<file path="src/hw/rtl/rgb_to_hsv_8bit_top_macros.svh">
// assertion macros for the rgb to hsv converter
// used by rgb_to_hsv_8bit_top; expects clk and rst in scope
`ifndef RGB_TO_HSV_8BIT_TOP_MACROS_SVH
`define RGB_TO_HSV_8BIT_TOP_MACROS_SVH

// checked only outside reset
`define RGBHSV_ASSERT(label, prop, msg) \
  label: assert property (@(posedge clk) disable iff (rst) (prop)) else $error(msg);

// checked on every edge, reset included
`define RGBHSV_ASSERT_ALWAYS(label, prop, msg) \
  label: assert property (@(posedge clk) (prop)) else $error(msg);

`endif

</file>
<file path="src/hw/rtl/rgbhsv_pkg.sv">
// shared widths, divider types and the divider step function
// no dependencies
`default_nettype none

package rgbhsv_pkg;

  localparam int CHAN_W     = 8;
  localparam int QUO_W      = 8;
  localparam int DEN_W      = 11;                 // 6 * chroma < 2048
  localparam int NUM_W      = DEN_W + QUO_W;      // numerator < den * 256
  localparam int DIV_BITS   = 2;                  // quotient bits per stage
  localparam int DIV_STAGES = QUO_W / DIV_BITS;
  localparam int PIPE_DEPTH = 3 + DIV_STAGES;

  typedef struct packed {
    logic [NUM_W-1:0] num;
    logic [DEN_W-1:0] den;
  } div_req_t;

  typedef struct packed {
    logic [DEN_W-1:0] rem;
    logic [QUO_W-1:0] low;
    logic [DEN_W-1:0] den;
    logic [QUO_W-1:0] quo;
  } div_t;

  // one restoring division step: bring down a numerator bit, subtract if it fits
  function automatic div_t div_step(input div_t s);
    logic [DEN_W:0] trial;
    logic [DEN_W:0] diff;
    logic           fits;
    div_t           o;
    trial = {s.rem, s.low[QUO_W-1]};
    diff  = trial - {1'b0, s.den};
    fits  = (trial >= {1'b0, s.den});
    o     = s;
    o.rem = fits ? diff[DEN_W-1:0] : trial[DEN_W-1:0];
    o.low = {s.low[QUO_W-2:0], 1'b0};
    o.quo = {s.quo[QUO_W-2:0], fits};
    return o;
  endfunction

endpackage

`default_nettype wire

</file>
<file path="src/hw/rtl/rgbhsv_pix_if.sv">
// input channel: one rgba pixel per transaction
// depends on rgbhsv_pkg
`default_nettype none

interface rgbhsv_pix_if;
  import rgbhsv_pkg::*;

  logic              valid;
  logic              ready;
  logic [CHAN_W-1:0] red;
  logic [CHAN_W-1:0] green;
  logic [CHAN_W-1:0] blue;
  logic [CHAN_W-1:0] alpha;

  modport source (output valid, output red, output green, output blue, output alpha,
                  input ready);
  modport sink   (input valid, input red, input green, input blue, input alpha,
                  output ready);
endinterface

`default_nettype wire

</file>
<file path="src/hw/rtl/rgbhsv_hsv_if.sv">
// output channel: one hsv pixel plus alpha per transaction
// depends on rgbhsv_pkg
`default_nettype none

interface rgbhsv_hsv_if;
  import rgbhsv_pkg::*;

  logic              valid;
  logic              ready;
  logic [CHAN_W-1:0] hue;
  logic [CHAN_W-1:0] saturation;
  logic [CHAN_W-1:0] brightness;
  logic [CHAN_W-1:0] alpha_out;

  modport source (output valid, output hue, output saturation, output brightness,
                  output alpha_out, input ready);
  modport sink   (input valid, input hue, input saturation, input brightness,
                  input alpha_out, output ready);
endinterface

`default_nettype wire

</file>
<file path="src/hw/rtl/rgb_to_hsv_8bit_top.sv">
// rgb to hsv converter, top level
// depends on rgbhsv_pkg, rgbhsv_pix_if, rgbhsv_hsv_if, rgbhsv_div and the macros header
`default_nettype none

// Converts a stream of 8-bit rgba pixels to 8-bit hue, saturation and
// brightness, with alpha copied through. One pixel is taken every clock
// unless the output stalls. In order, one stage picks the largest and
// smallest channel and the sector, one forms chroma and the hue sum,
// one forms numerators and denominators, and the two divisions
// (hue = 255*sum/(6*chroma), saturation = 255*chroma/max) run side by side
// in a 4-stage restoring divider that settles 2 quotient bits per stage.
// The whole pipe advances together whenever the output register is empty or
// being taken, so a stall on the output holds every stage in place; a gray
// pixel gives hue 0 and a black pixel saturation 0, with exact floor
// rounding throughout.

`include "rgb_to_hsv_8bit_top_macros.svh"

module rgb_to_hsv_8bit_top (
  input  logic         clk,
  input  logic         rst,
  rgbhsv_pix_if.sink   pix,
  rgbhsv_hsv_if.source hsv
);
  import rgbhsv_pkg::*;

  typedef enum logic [1:0] {
    SECT_RED,
    SECT_GREEN,
    SECT_BLUE
  } sector_t;

  // global advance: the pipe moves when the output slot frees up
  logic                  adv;
  logic [PIPE_DEPTH-1:0] vld;

  assign adv       = !vld[PIPE_DEPTH-1] || hsv.ready;
  assign pix.ready = adv;

  always_ff @(posedge clk) begin
    if (rst) begin
      vld <= '0;
    end else if (adv) begin
      vld <= {vld[PIPE_DEPTH-2:0], pix.valid};
    end
  end

  // stage 1: max, min, sector and signed channel difference
  sector_t           sect_next;
  logic [CHAN_W-1:0] hi_next;
  logic [CHAN_W-1:0] lo_next;
  logic [CHAN_W:0]   diff_next;     // two's complement, one bit wider

  sector_t           s1_sect;
  logic [CHAN_W-1:0] s1_hi;
  logic [CHAN_W-1:0] s1_lo;
  logic [CHAN_W:0]   s1_diff;
  logic [CHAN_W-1:0] s1_alpha;

  always_comb begin
    logic [CHAN_W-1:0] lo_rg;
    lo_rg   = (pix.green < pix.red) ? pix.green : pix.red;
    lo_next = (pix.blue < lo_rg) ? pix.blue : lo_rg;
    // ties favor red, then green
    if (pix.red >= pix.green && pix.red >= pix.blue) begin
      sect_next = SECT_RED;
      hi_next   = pix.red;
      diff_next = {1'b0, pix.green} - {1'b0, pix.blue};
    end else if (pix.green >= pix.blue) begin
      sect_next = SECT_GREEN;
      hi_next   = pix.green;
      diff_next = {1'b0, pix.blue} - {1'b0, pix.red};
    end else begin
      sect_next = SECT_BLUE;
      hi_next   = pix.blue;
      diff_next = {1'b0, pix.red} - {1'b0, pix.green};
    end
  end

  always_ff @(posedge clk) begin
    if (adv) begin
      s1_sect  <= sect_next;
      s1_hi    <= hi_next;
      s1_lo    <= lo_next;
      s1_diff  <= diff_next;
      s1_alpha <= pix.alpha;
    end
  end

  // stage 2: chroma and the sector-offset hue sum, always in [0, 6*chroma) for nonzero chroma
  logic [CHAN_W-1:0] chroma_next;
  logic [DEN_W-1:0]  sum_next;

  logic [CHAN_W-1:0] s2_chroma;
  logic [DEN_W-1:0]  s2_sum;
  logic [CHAN_W-1:0] s2_hi;
  logic [CHAN_W-1:0] s2_alpha;

  always_comb begin
    logic [DEN_W:0] c12;
    logic [DEN_W:0] d12;
    logic [DEN_W:0] s12;
    chroma_next = s1_hi - s1_lo;
    c12 = {{(DEN_W+1-CHAN_W){1'b0}}, chroma_next};
    d12 = {{(DEN_W-CHAN_W){s1_diff[CHAN_W]}}, s1_diff};
    case (s1_sect)
      SECT_RED: begin
        // negative sum wraps into the top of the turn
        s12 = d12 + (s1_diff[CHAN_W] ? ((c12 << 2) + (c12 << 1)) : '0);
      end
      SECT_GREEN: begin
        s12 = (c12 << 1) + d12;
      end
      SECT_BLUE: begin
        s12 = (c12 << 2) + d12;
      end
      default: begin
        s12 = '0;
      end
    endcase
    sum_next = s12[DEN_W-1:0];
  end

  always_ff @(posedge clk) begin
    if (adv) begin
      s2_chroma <= chroma_next;
      s2_sum    <= sum_next;
      s2_hi     <= s1_hi;
      s2_alpha  <= s1_alpha;
    end
  end

  // stage 3: numerators times 255, denominators; a zero divisor becomes 1
  // with a zero numerator so the quotient comes out 0
  div_req_t hue_req_next;
  div_req_t sat_req_next;
  div_req_t hue_req;
  div_req_t sat_req;
  logic [CHAN_W-1:0] s3_hi;
  logic [CHAN_W-1:0] s3_alpha;

  always_comb begin
    logic [DEN_W-1:0]  c11;
    logic [NUM_W-1:0]  sum19;
    logic [NUM_W-1:0]  chr19;
    c11   = {{(DEN_W-CHAN_W){1'b0}}, s2_chroma};
    sum19 = {{(NUM_W-DEN_W){1'b0}}, s2_sum};
    chr19 = {{(NUM_W-CHAN_W){1'b0}}, s2_chroma};

    hue_req_next.num = (sum19 << CHAN_W) - sum19;
    hue_req_next.den = (s2_chroma == '0) ? DEN_W'(1) : ((c11 << 2) + (c11 << 1));

    sat_req_next.num = (chr19 << CHAN_W) - chr19;
    sat_req_next.den = (s2_hi == '0) ? DEN_W'(1)
                                     : {{(DEN_W-CHAN_W){1'b0}}, s2_hi};
  end

  always_ff @(posedge clk) begin
    if (adv) begin
      hue_req  <= hue_req_next;
      sat_req  <= sat_req_next;
      s3_hi    <= s2_hi;
      s3_alpha <= s2_alpha;
    end
  end

  // stages 4 to 7: the two dividers, side data rides alongside
  logic [QUO_W-1:0]  hue_quo;
  logic [QUO_W-1:0]  sat_quo;
  logic [CHAN_W-1:0] bright_pipe [DIV_STAGES];
  logic [CHAN_W-1:0] alpha_pipe  [DIV_STAGES];

  rgbhsv_div u_hue_div (
    .clk (clk),
    .en  (adv),
    .req (hue_req),
    .quo (hue_quo)
  );

  rgbhsv_div u_sat_div (
    .clk (clk),
    .en  (adv),
    .req (sat_req),
    .quo (sat_quo)
  );

  always_ff @(posedge clk) begin
    if (adv) begin
      bright_pipe[0] <= s3_hi;
      alpha_pipe[0]  <= s3_alpha;
      for (int k = 1; k < DIV_STAGES; k++) begin
        bright_pipe[k] <= bright_pipe[k-1];
        alpha_pipe[k]  <= alpha_pipe[k-1];
      end
    end
  end

  assign hsv.valid      = vld[PIPE_DEPTH-1];
  assign hsv.hue        = hue_quo;
  assign hsv.saturation = sat_quo;
  assign hsv.brightness = bright_pipe[DIV_STAGES-1];
  assign hsv.alpha_out  = alpha_pipe[DIV_STAGES-1];

  // hue covers less than a full turn, so 255 means a divider slip
  `RGBHSV_ASSERT(a_hue_below_turn, hsv.valid |-> hsv.hue != 8'hff, "hue reached 255")
  // a black pixel must report zero saturation
  `RGBHSV_ASSERT(a_black_no_sat, (hsv.valid && hsv.brightness == '0) |-> hsv.saturation == '0,
    "nonzero saturation on black pixel")
  // an empty output slot never blocks the input
  `RGBHSV_ASSERT(a_empty_accepts, !hsv.valid |-> pix.ready, "input stalled with empty output")
  // nothing comes out right after reset
  `RGBHSV_ASSERT_ALWAYS(a_reset_empty, $past(rst) |-> !hsv.valid, "output valid after reset")

endmodule

`default_nettype wire

</file>
<file path="src/hw/rtl/rgbhsv_div.sv">
// pipelined restoring divider, DIV_BITS quotient bits per register stage
// depends on rgbhsv_pkg; caller guarantees num < den * 2**QUO_W and den != 0
`default_nettype none

module rgbhsv_div (
  input  logic                         clk,
  input  logic                         en,
  input  rgbhsv_pkg::div_req_t         req,
  output logic [rgbhsv_pkg::QUO_W-1:0] quo
);
  import rgbhsv_pkg::*;

  div_t stage_in  [DIV_STAGES];
  div_t stage_out [DIV_STAGES];
  div_t stage     [DIV_STAGES];

  // top numerator bits already sit below den, so they seed the remainder
  always_comb begin
    stage_in[0].rem = req.num[NUM_W-1:QUO_W];
    stage_in[0].low = req.num[QUO_W-1:0];
    stage_in[0].den = req.den;
    stage_in[0].quo = '0;
  end

  for (genvar k = 0; k < DIV_STAGES; k++) begin : g_stage
    if (k > 0) begin : g_link
      assign stage_in[k] = stage[k-1];
    end

    always_comb begin
      div_t s;
      s = stage_in[k];
      for (int b = 0; b < DIV_BITS; b++) begin
        s = div_step(s);
      end
      stage_out[k] = s;
    end

    always_ff @(posedge clk) begin
      if (en) begin
        stage[k] <= stage_out[k];
      end
    end
  end

  assign quo = stage[DIV_STAGES-1].quo;

endmodule

`default_nettype wire
</file>
<file path="src/flat_wrapper.sv">
// flat-port wrapper written by rule: the top's interface ports become plain ports
module rgb_to_hsv_8bit_top_flat import rgbhsv_pkg::*;
  (clk, rst, pix_valid, pix_red, pix_green, pix_blue, pix_alpha, pix_ready, hsv_valid, hsv_hue, hsv_saturation, hsv_brightness, hsv_alpha_out, hsv_ready);
  rgbhsv_pix_if pix_i ();
  rgbhsv_hsv_if hsv_i ();
  input  logic clk;
  input  logic rst;
  input wire logic [$bits(pix_i.valid)-1:0] pix_valid;
  input wire logic [$bits(pix_i.red)-1:0] pix_red;
  input wire logic [$bits(pix_i.green)-1:0] pix_green;
  input wire logic [$bits(pix_i.blue)-1:0] pix_blue;
  input wire logic [$bits(pix_i.alpha)-1:0] pix_alpha;
  output wire logic [$bits(pix_i.ready)-1:0] pix_ready;
  output wire logic [$bits(hsv_i.valid)-1:0] hsv_valid;
  output wire logic [$bits(hsv_i.hue)-1:0] hsv_hue;
  output wire logic [$bits(hsv_i.saturation)-1:0] hsv_saturation;
  output wire logic [$bits(hsv_i.brightness)-1:0] hsv_brightness;
  output wire logic [$bits(hsv_i.alpha_out)-1:0] hsv_alpha_out;
  input wire logic [$bits(hsv_i.ready)-1:0] hsv_ready;
  assign pix_i.valid = pix_valid;
  assign pix_i.red = pix_red;
  assign pix_i.green = pix_green;
  assign pix_i.blue = pix_blue;
  assign pix_i.alpha = pix_alpha;
  assign pix_ready = pix_i.ready;
  assign hsv_valid = hsv_i.valid;
  assign hsv_hue = hsv_i.hue;
  assign hsv_saturation = hsv_i.saturation;
  assign hsv_brightness = hsv_i.brightness;
  assign hsv_alpha_out = hsv_i.alpha_out;
  assign hsv_i.ready = hsv_ready;
  rgb_to_hsv_8bit_top u_core (.clk(clk), .rst(rst), .pix(pix_i), .hsv(hsv_i));
endmodule
</file>
<file path="config.mk">
export PLATFORM = sky130hd
export DESIGN_NAME = rgb_to_hsv_8bit_top_flat
export DESIGN_NICKNAME = d
export VERILOG_FILES = /design/src/hw/rtl/rgbhsv_pkg.sv /design/src/hw/rtl/rgbhsv_pix_if.sv /design/src/hw/rtl/rgbhsv_hsv_if.sv /design/src/hw/rtl/rgb_to_hsv_8bit_top.sv /design/src/hw/rtl/rgbhsv_div.sv /design/src/flat_wrapper.sv
export VERILOG_INCLUDE_DIRS = /design/src /design/src/hw/rtl
export SDC_FILE = /design/constraint.sdc
export NUM_CORES = 1
export LEC_CHECK = 0
export BUFFER_PORTS_ARGS = -buffer_cell sky130_fd_sc_hd__buf_2
export CAP_MARGIN = 20
export CORE_MARGIN = 3
export CORE_UTILIZATION = 25
export DETAILED_ROUTE_END_ITERATION = 10
export PLACE_DENSITY = 0.51
export SKIP_CTS_REPAIR_TIMING = 1
export SYNTH_ARGS = -nofsm -noshare
export SYNTH_HDL_FRONTEND = slang
export SYNTH_HIERARCHICAL = 1
export SYNTH_SLANG_ARGS = --single-unit
</file>
<file path="constraint.sdc">
create_clock -name clk -period 12.2 [get_ports clk]
set_input_delay 1.83 -clock clk [delete_from_list [all_inputs] [get_ports clk]]
set_output_delay 1.83 -clock clk [all_outputs]
set_load 0.02 [all_outputs]
</file>
After elaboration in Yosys (flattened, before gate mapping)
Memory sizes are Yosys's and may differ from the RTL's.
Index checks and enable logic that the tools add are counted.
{"block": "classes", "addsub": 27, "magnitude_cmp": 21, "eq_ne": 2, "n_mux": 27, "reduce_logical": 6}
{"op": "12-bit by 11-bit >= comparator with 1-bit output", "count": 16}
{"op": "11-bit two-way mux", "count": 17}
{"op": "11-bit subtractor", "count": 16}
{"op": "10-bit by 9-bit adder with 11-bit output", "count": 3}
{"op": "11-bit one-hot mux with 3 select lines", "count": 1}
{"op": "8-bit two-way mux", "count": 4}
{"op": "8-bit by 8-bit subtractor with 9-bit output", "count": 3}
{"op": "8-bit >= comparator", "count": 3}
{"op": "19-bit by 11-bit subtractor with 19-bit output", "count": 1}
{"op": "9-bit two-way mux", "count": 2}
{"op": "16-bit by 8-bit subtractor with 17-bit output", "count": 1}
{"op": "8-bit zero test", "count": 2}
{"op": "8-bit < comparator", "count": 2}
{"op": "11-bit adder", "count": 1}
{"op": "11-bit by 9-bit adder with 11-bit output", "count": 1}
{"op": "8-bit subtractor", "count": 1}
{"op": "2-bit by 1-bit equality test with 1-bit output (second input constant)", "count": 1}
{"op": "2-bit equality test (second input constant)", "count": 1}
{"op": "2-bit zero test", "count": 1}
{"op": "1-bit two-way mux", "count": 2}
{"op": "2-bit two-way mux", "count": 1}
{"op": "1-bit logical AND", "count": 1}
{"op": "1-bit zero test", "count": 1}
{"op": "1-bit logical OR", "count": 1}
{"block": "word_totals", "regBits": 151, "ramBits": 352, "out_inout_bits": 34, "word_cells": 104, "memories": 4}
{"name": "u_core.u_hue_div.stage", "depth": 4, "width": 36, "rd": 4, "rd_clocked_by_memory_dff": 0, "write_ports": 4, "line": "rgbhsv_div.sv:15", "rtl": "div_t stage [DIV_STAGES];"}
{"name": "u_core.u_sat_div.stage", "depth": 4, "width": 36, "rd": 4, "rd_clocked_by_memory_dff": 0, "write_ports": 4, "line": "rgbhsv_div.sv:15"}
{"name": "u_core.alpha_pipe", "depth": 4, "width": 8, "rd": 4, "rd_clocked_by_memory_dff": 0, "write_ports": 4, "line": "rgb_to_hsv_8bit_top.sv:171", "rtl": "logic [CHAN_W-1:0] alpha_pipe [DIV_STAGES];"}
{"name": "u_core.bright_pipe", "depth": 4, "width": 8, "rd": 4, "rd_clocked_by_memory_dff": 0, "write_ports": 4, "line": "rgb_to_hsv_8bit_top.sv:170", "rtl": "logic [CHAN_W-1:0] bright_pipe [DIV_STAGES];"}

Logic depth before layout (Yosys ltp)
{"block": "logic_depth", "word_depth": 5, "ltp_mapped": 22, "depth_no_buf": 20}

By module
Netlist, hierarchy kept.
{"module": "rgb_to_hsv_8bit_top", "instances": 1, "cells_each": 916, "area_each_um2": 11248.3, "seq_area_each_um2": 6296.0}
{"module": "rgbhsv_div at u_core.u_hue_div", "instances": 1, "cells_each": 741, "area_each_um2": 7826.3, "seq_area_each_um2": 2942.8}
{"module": "rgbhsv_div at u_core.u_sat_div", "instances": 1, "cells_each": 718, "area_each_um2": 7484.7, "seq_area_each_um2": 2942.8}

Least setup slack after synthesis
Ideal clock, no wire load.
{"block": "synth_timing", "kind": "input -> output", "start": "input port hsv_ready", "end": "output port pix_ready", "t_arrival_ns": 9.932, "slack_ns": 0.438, "cell_stages": 3, "n_path_buf": 1, "cell_sequence": "nor2b_1 clkbuf_1 inv_1"}
{"block": "synth_between", "elab_chain_cells": 1}
{"element": "start, declared", "line": "flat_wrapper.sv:19", "rtl": "input wire logic [$bits(hsv_i.ready)-1:0] hsv_ready;"}
{"element": "1-bit logical OR", "line": "rgb_to_hsv_8bit_top.sv:37", "rtl": "assign adv = !vld[PIPE_DEPTH-1] || hsv.ready;"}
{"element": "end, declared", "line": "flat_wrapper.sv:13", "rtl": "output wire logic [$bits(pix_i.ready)-1:0] pix_ready;"}
Every way passes these cells.

==> results_tabular.tex <==
\begin{tabular}{lr}
\hline
Metric & Value \\
\hline
\multicolumn{2}{l}{\textbf{Status}} \\
Run status & finished, final reports clean \\
\multicolumn{2}{l}{\textbf{STA}} \\
Max Slew Vio Count & 0 \\
Fin. Hold Viols & 0 \\
RSZ-0062 raised after global routing & no \\
Final period util & 43.7\% \\
Highest clock frequency the design can meet & 187 MHz \\
Worst Skew & 0.0279 ns \\
Final setup TNS & 0 ns \\
Actual transition at the worst max-transition pin & 1.02 ns \\
Headroom to the max-slew limit & 31.8\% \\
Setup violators final & 0 \\
Final Critical Period & 5.33 ns \\
Worst hold slack across all endpoints & 0.410 ns \\
\multicolumn{2}{l}{\textbf{Floorplanning}} \\
Height of the chip & 332 µm \\
Width of the die & 332 µm \\
Standard-cell row count & 118 \\
Die Area & 110000 µm² \\
Top-Level Pins & 70 \\
Initial Utilization & 25.4\% \\
Area of the core & 105000 µm² \\
\multicolumn{2}{l}{\textbf{Clocking}} \\
Clock Path Buffers & 3 \\
Clock sinks & 408 \\
Clock tree from TritonCTS & done \\
Clock transition at the registers of the reported paths & 0.06 ns \\
Later-pin clock latency in the skew report & 0.60 ns \\
Maximum level of the CTS H-tree & 2 \\
Root Buffer Master & sky130\_fd\_sc\_hd\_\_clkbuf\_16 \\
Number of buffers created by CTS & 51 \\
\multicolumn{2}{l}{\textbf{Final layout}} \\
Combined area of the multi-input logic cells & 13300 µm² \\
Layout overhead on the synthesized area & 13.8\% \\
\# nets final & 2798 \\
FF/Latch Area & 12200 µm² \\
Antenna cell count & 0 \\
Number of standard cells in the final layout excluding fillers & 3893 \\
Fraction of layout cells with a size suffix above 1 & 10.3\% \\
Layout Utilization & 28.9\% \\
Number of fillers in the final layout & 10800 \\
\multicolumn{2}{l}{\textbf{Synthesis}} \\
Number of enable-type register cells in the synthesized netlist & 401 \\
Post-Syn Instances & 2375 \\
Number of synthesized register bits & 408 \\
Number of synthesis warnings & 6 \\
Cell area after technology mapping & 26600 µm² \\
Most used flip-flop cell after synthesis & sky130\_fd\_sc\_hd\_\_edfxtp\_1 \\
Mean instance size in the synthesized netlist & 11.2 µm² \\
Sequential-to-total area share from yosys stat & 45.9\% \\
Share of synthesized registers carrying an async set or reset & 0\% \\
Post-synthesis cell type count & 107 \\
\multicolumn{2}{l}{\textbf{Hold path}} \\
Hold WC Path Type & flip-flop to flip-flop \\
\multicolumn{2}{l}{\textbf{Place}} \\
Final weighted congestion in routability-driven placement & 0.834 \\
Number of buffers inserted by port buffering & 69 \\
Placed wire-length estimate & 41600 µm \\
Cell count after placement & 3797 \\
\multicolumn{2}{l}{\textbf{Worst setup path}} \\
Gate family responsible for the most delay along the worst path & compound AO/OA/AOI/OAI gates \\
Crit Path Max Fanout & 20 \\
Arrival time of data at the critical path endpoint & 5.66 ns \\
Delay contributed by the slowest stage of the critical path & 0.62 ns \\
Cell with the largest stage delay on the worst path & sky130\_fd\_sc\_hd\_\_a211oi\_4 \\
Worst Setup Start Kind & flip-flop \\
Kind of critical path & flip-flop to flip-flop \\
Number of buffers and inverters on the critical path & 0 \\
Required time reported for the critical path endpoint & 12.53 ns \\
Chain of cells forming the critical path & ha\_1 -> fa\_1 -> nand2b\_1 -> a21oi\_2 -> a41oi\_1 -> a2bb2oi\_1 -> a22o\_1 -> mux2\_2 -> ha\_1 -> and2\_1 -> o21a\_1 -> a41oi\_1 -> a21boi\_1 -> o21ai\_0 -> a21oi\_1 -> a211oi\_4 -> mux2\_2 \\
Element type at the critical path end & flip-flop \\
\multicolumn{2}{l}{\textbf{Global route}} \\
Aggregate global routing overflow & 0 \\
Number of global-route vias before repair & 17200 \\
Largest net degree at the start of global routing & 180 \\
Antenna violations before repair & 1 \\
Total Routing Usage GR & 9.87\% \\
Wire length of the first global-routing pass & 90000 µm \\
\multicolumn{2}{l}{\textbf{Detailed routing}} \\
Via/cell ratio & 4.45 \\
Detail Route Antenna Nets & 0 \\
Wire length reported by the detailed router & 55100 µm \\
Iteration-0 DRC count of the detailed router & 876 \\
Routed len/inst & 14.2 µm \\
Number of vias in the routed layout & 17300 \\
DRC & 0 \\
Number of iterations in the first detailed-routing pass & 7 \\
\multicolumn{2}{l}{\textbf{Flow run}} \\
Max-cap viol count & 0 \\
\hline
\end{tabular}
-- per-stage QoR --
stage,cell area [µm²],worst slack [ns]
final,30200,6.87
after global routing,30200,6.47
after CTS,30200,6.75
after detailed placement,28500,6.78
after global placement,28500,6.73
after floorplan,26600,0.438
-- path summary, 6_finish.rpt --
path                                                      end  slack (ns)  depth (start not counted)                    startpoint
worst max-delay path            u_core/u_sat_div/stage[2][35]        6.87                         17  u_core/u_sat_div/stage[1][8]
worst min-delay path                 u_core/bright_pipe[3][1]        0.41                          0      u_core/bright_pipe[2][1]
worst max register to register  u_core/u_sat_div/stage[2][35]        6.87                         17  u_core/u_sat_div/stage[1][8]
worst min register to register       u_core/bright_pipe[3][1]        0.41                          0      u_core/bright_pipe[2][1]
-- registers in the layout, summed over array words and instances, names as in the netlist --
signal                  flops
u_core/s1_hi                8
u_core/vld                  7
u_core/s2_chroma            8
u_core/s1_alpha             8
u_core/sat_req             25
u_core/s3_alpha             8
u_core/s1_sect              2
u_core/s1_lo                8
u_core/s2_alpha             8
u_core/hue_req             30
u_core/s3_hi                8
u_core/s1_diff              9
u_core/bright_pipe         32
u_core/u_sat_div/stage     98
u_core/s2_hi                8
u_core/u_hue_div/stage     98
u_core/alpha_pipe          32
u_core/s2_sum              11
-- cell usage after synthesis (39+ instances only) --
| master | number | share of area [%] |
|---|---|---|
| sky130_fd_sc_hd__xnor2_1 | 115 | 3.8 |
| sky130_fd_sc_hd__xor2_1 | 54 | 1.8 |
| sky130_fd_sc_hd__ha_1 | 267 | 13 |
| sky130_fd_sc_hd__a21oi_1 | 135 | 2.5 |
| sky130_fd_sc_hd__inv_1 | 224 | 3.2 |
| sky130_fd_sc_hd__a21o_1 | 50 | 1.4 |
| sky130_fd_sc_hd__mux2_2 | 46 | 2.0 |
| sky130_fd_sc_hd__edfxtp_1 | 401 | 45 |
| sky130_fd_sc_hd__nor2_1 | 180 | 2.5 |
| sky130_fd_sc_hd__nor3_1 | 50 | 0.94 |
| sky130_fd_sc_hd__nor2b_1 | 46 | 1.1 |
| sky130_fd_sc_hd__o21a_1 | 39 | 1.1 |
| sky130_fd_sc_hd__nand2_1 | 112 | 1.6 |
| sky130_fd_sc_hd__mux2i_1 | 50 | 1.9 |
| sky130_fd_sc_hd__o21ai_0 | 94 | 1.8 |
-- final cells by class --
type | instances | area share (%)
multi-input combinational | 1705 | 44.1
sequential | 408 | 40.3
tap | 1380 | 5.71
clock buffer | 62 | 4.43
inverter | 229 | 2.88
timing repair buffer | 77 | 1.47
clock inverter | 32 | 1.10
-- placed cells by master, fill, tap and decap left out, types with 9 or more instances in the layout --
cell / instances
sky130_fd_sc_hd__a211oi_1: 13
sky130_fd_sc_hd__a21o_1: 50
sky130_fd_sc_hd__a21oi_1: 135
sky130_fd_sc_hd__a311oi_1: 10
sky130_fd_sc_hd__and2_1: 10
sky130_fd_sc_hd__and3_1: 13
sky130_fd_sc_hd__buf_2: 69
sky130_fd_sc_hd__clkbuf_1: 10
sky130_fd_sc_hd__clkbuf_16: 52
sky130_fd_sc_hd__clkinv_1: 11
sky130_fd_sc_hd__edfxtp_1: 401
sky130_fd_sc_hd__fa_1: 23
sky130_fd_sc_hd__ha_1: 267
sky130_fd_sc_hd__inv_1: 223
sky130_fd_sc_hd__mux2_1: 32
sky130_fd_sc_hd__mux2_2: 46
sky130_fd_sc_hd__mux2_4: 13
sky130_fd_sc_hd__mux2i_1: 50
sky130_fd_sc_hd__nand2_1: 112
sky130_fd_sc_hd__nand2b_1: 33
sky130_fd_sc_hd__nand3_1: 19
sky130_fd_sc_hd__nand4_1: 24
sky130_fd_sc_hd__nor2_1: 180
sky130_fd_sc_hd__nor2b_1: 46
sky130_fd_sc_hd__nor3_1: 50
sky130_fd_sc_hd__nor4_1: 15
sky130_fd_sc_hd__o211ai_1: 11
sky130_fd_sc_hd__o21a_1: 39
sky130_fd_sc_hd__o21ai_0: 94
sky130_fd_sc_hd__o21ai_1: 33
sky130_fd_sc_hd__o22ai_1: 9
sky130_fd_sc_hd__o31a_1: 13
sky130_fd_sc_hd__o41ai_1: 10
sky130_fd_sc_hd__or3_1: 9
sky130_fd_sc_hd__xnor2_1: 115
sky130_fd_sc_hd__xor2_1: 54
-- cells by family after synthesis --
kind of cell / after synthesis / synth area share (%)
simple gates: 561 / 10.5
compound gates: 535 / 13.6
flops: 408 / 45.9
fa+ha+maj: 290 / 14.3
buf+inv: 267 / 4.02
xor+xnor: 172 / 5.80
mux: 141 / 5.93
other cells: 1 / 0.0141
-- layer usage --
metal	track usage [%]	vias to the layer above	wire length [µm]
met5	0	-	0
met4	2.87	0	1260
met3	1.50	74	1870
met2	16.2	243	25100
met1	13.4	8039	26900
li1	-	8973	-
Power is left out: the tool's default activity adds up to more than one toggle a clock period on the data nets, which glitch-free logic cannot reach.
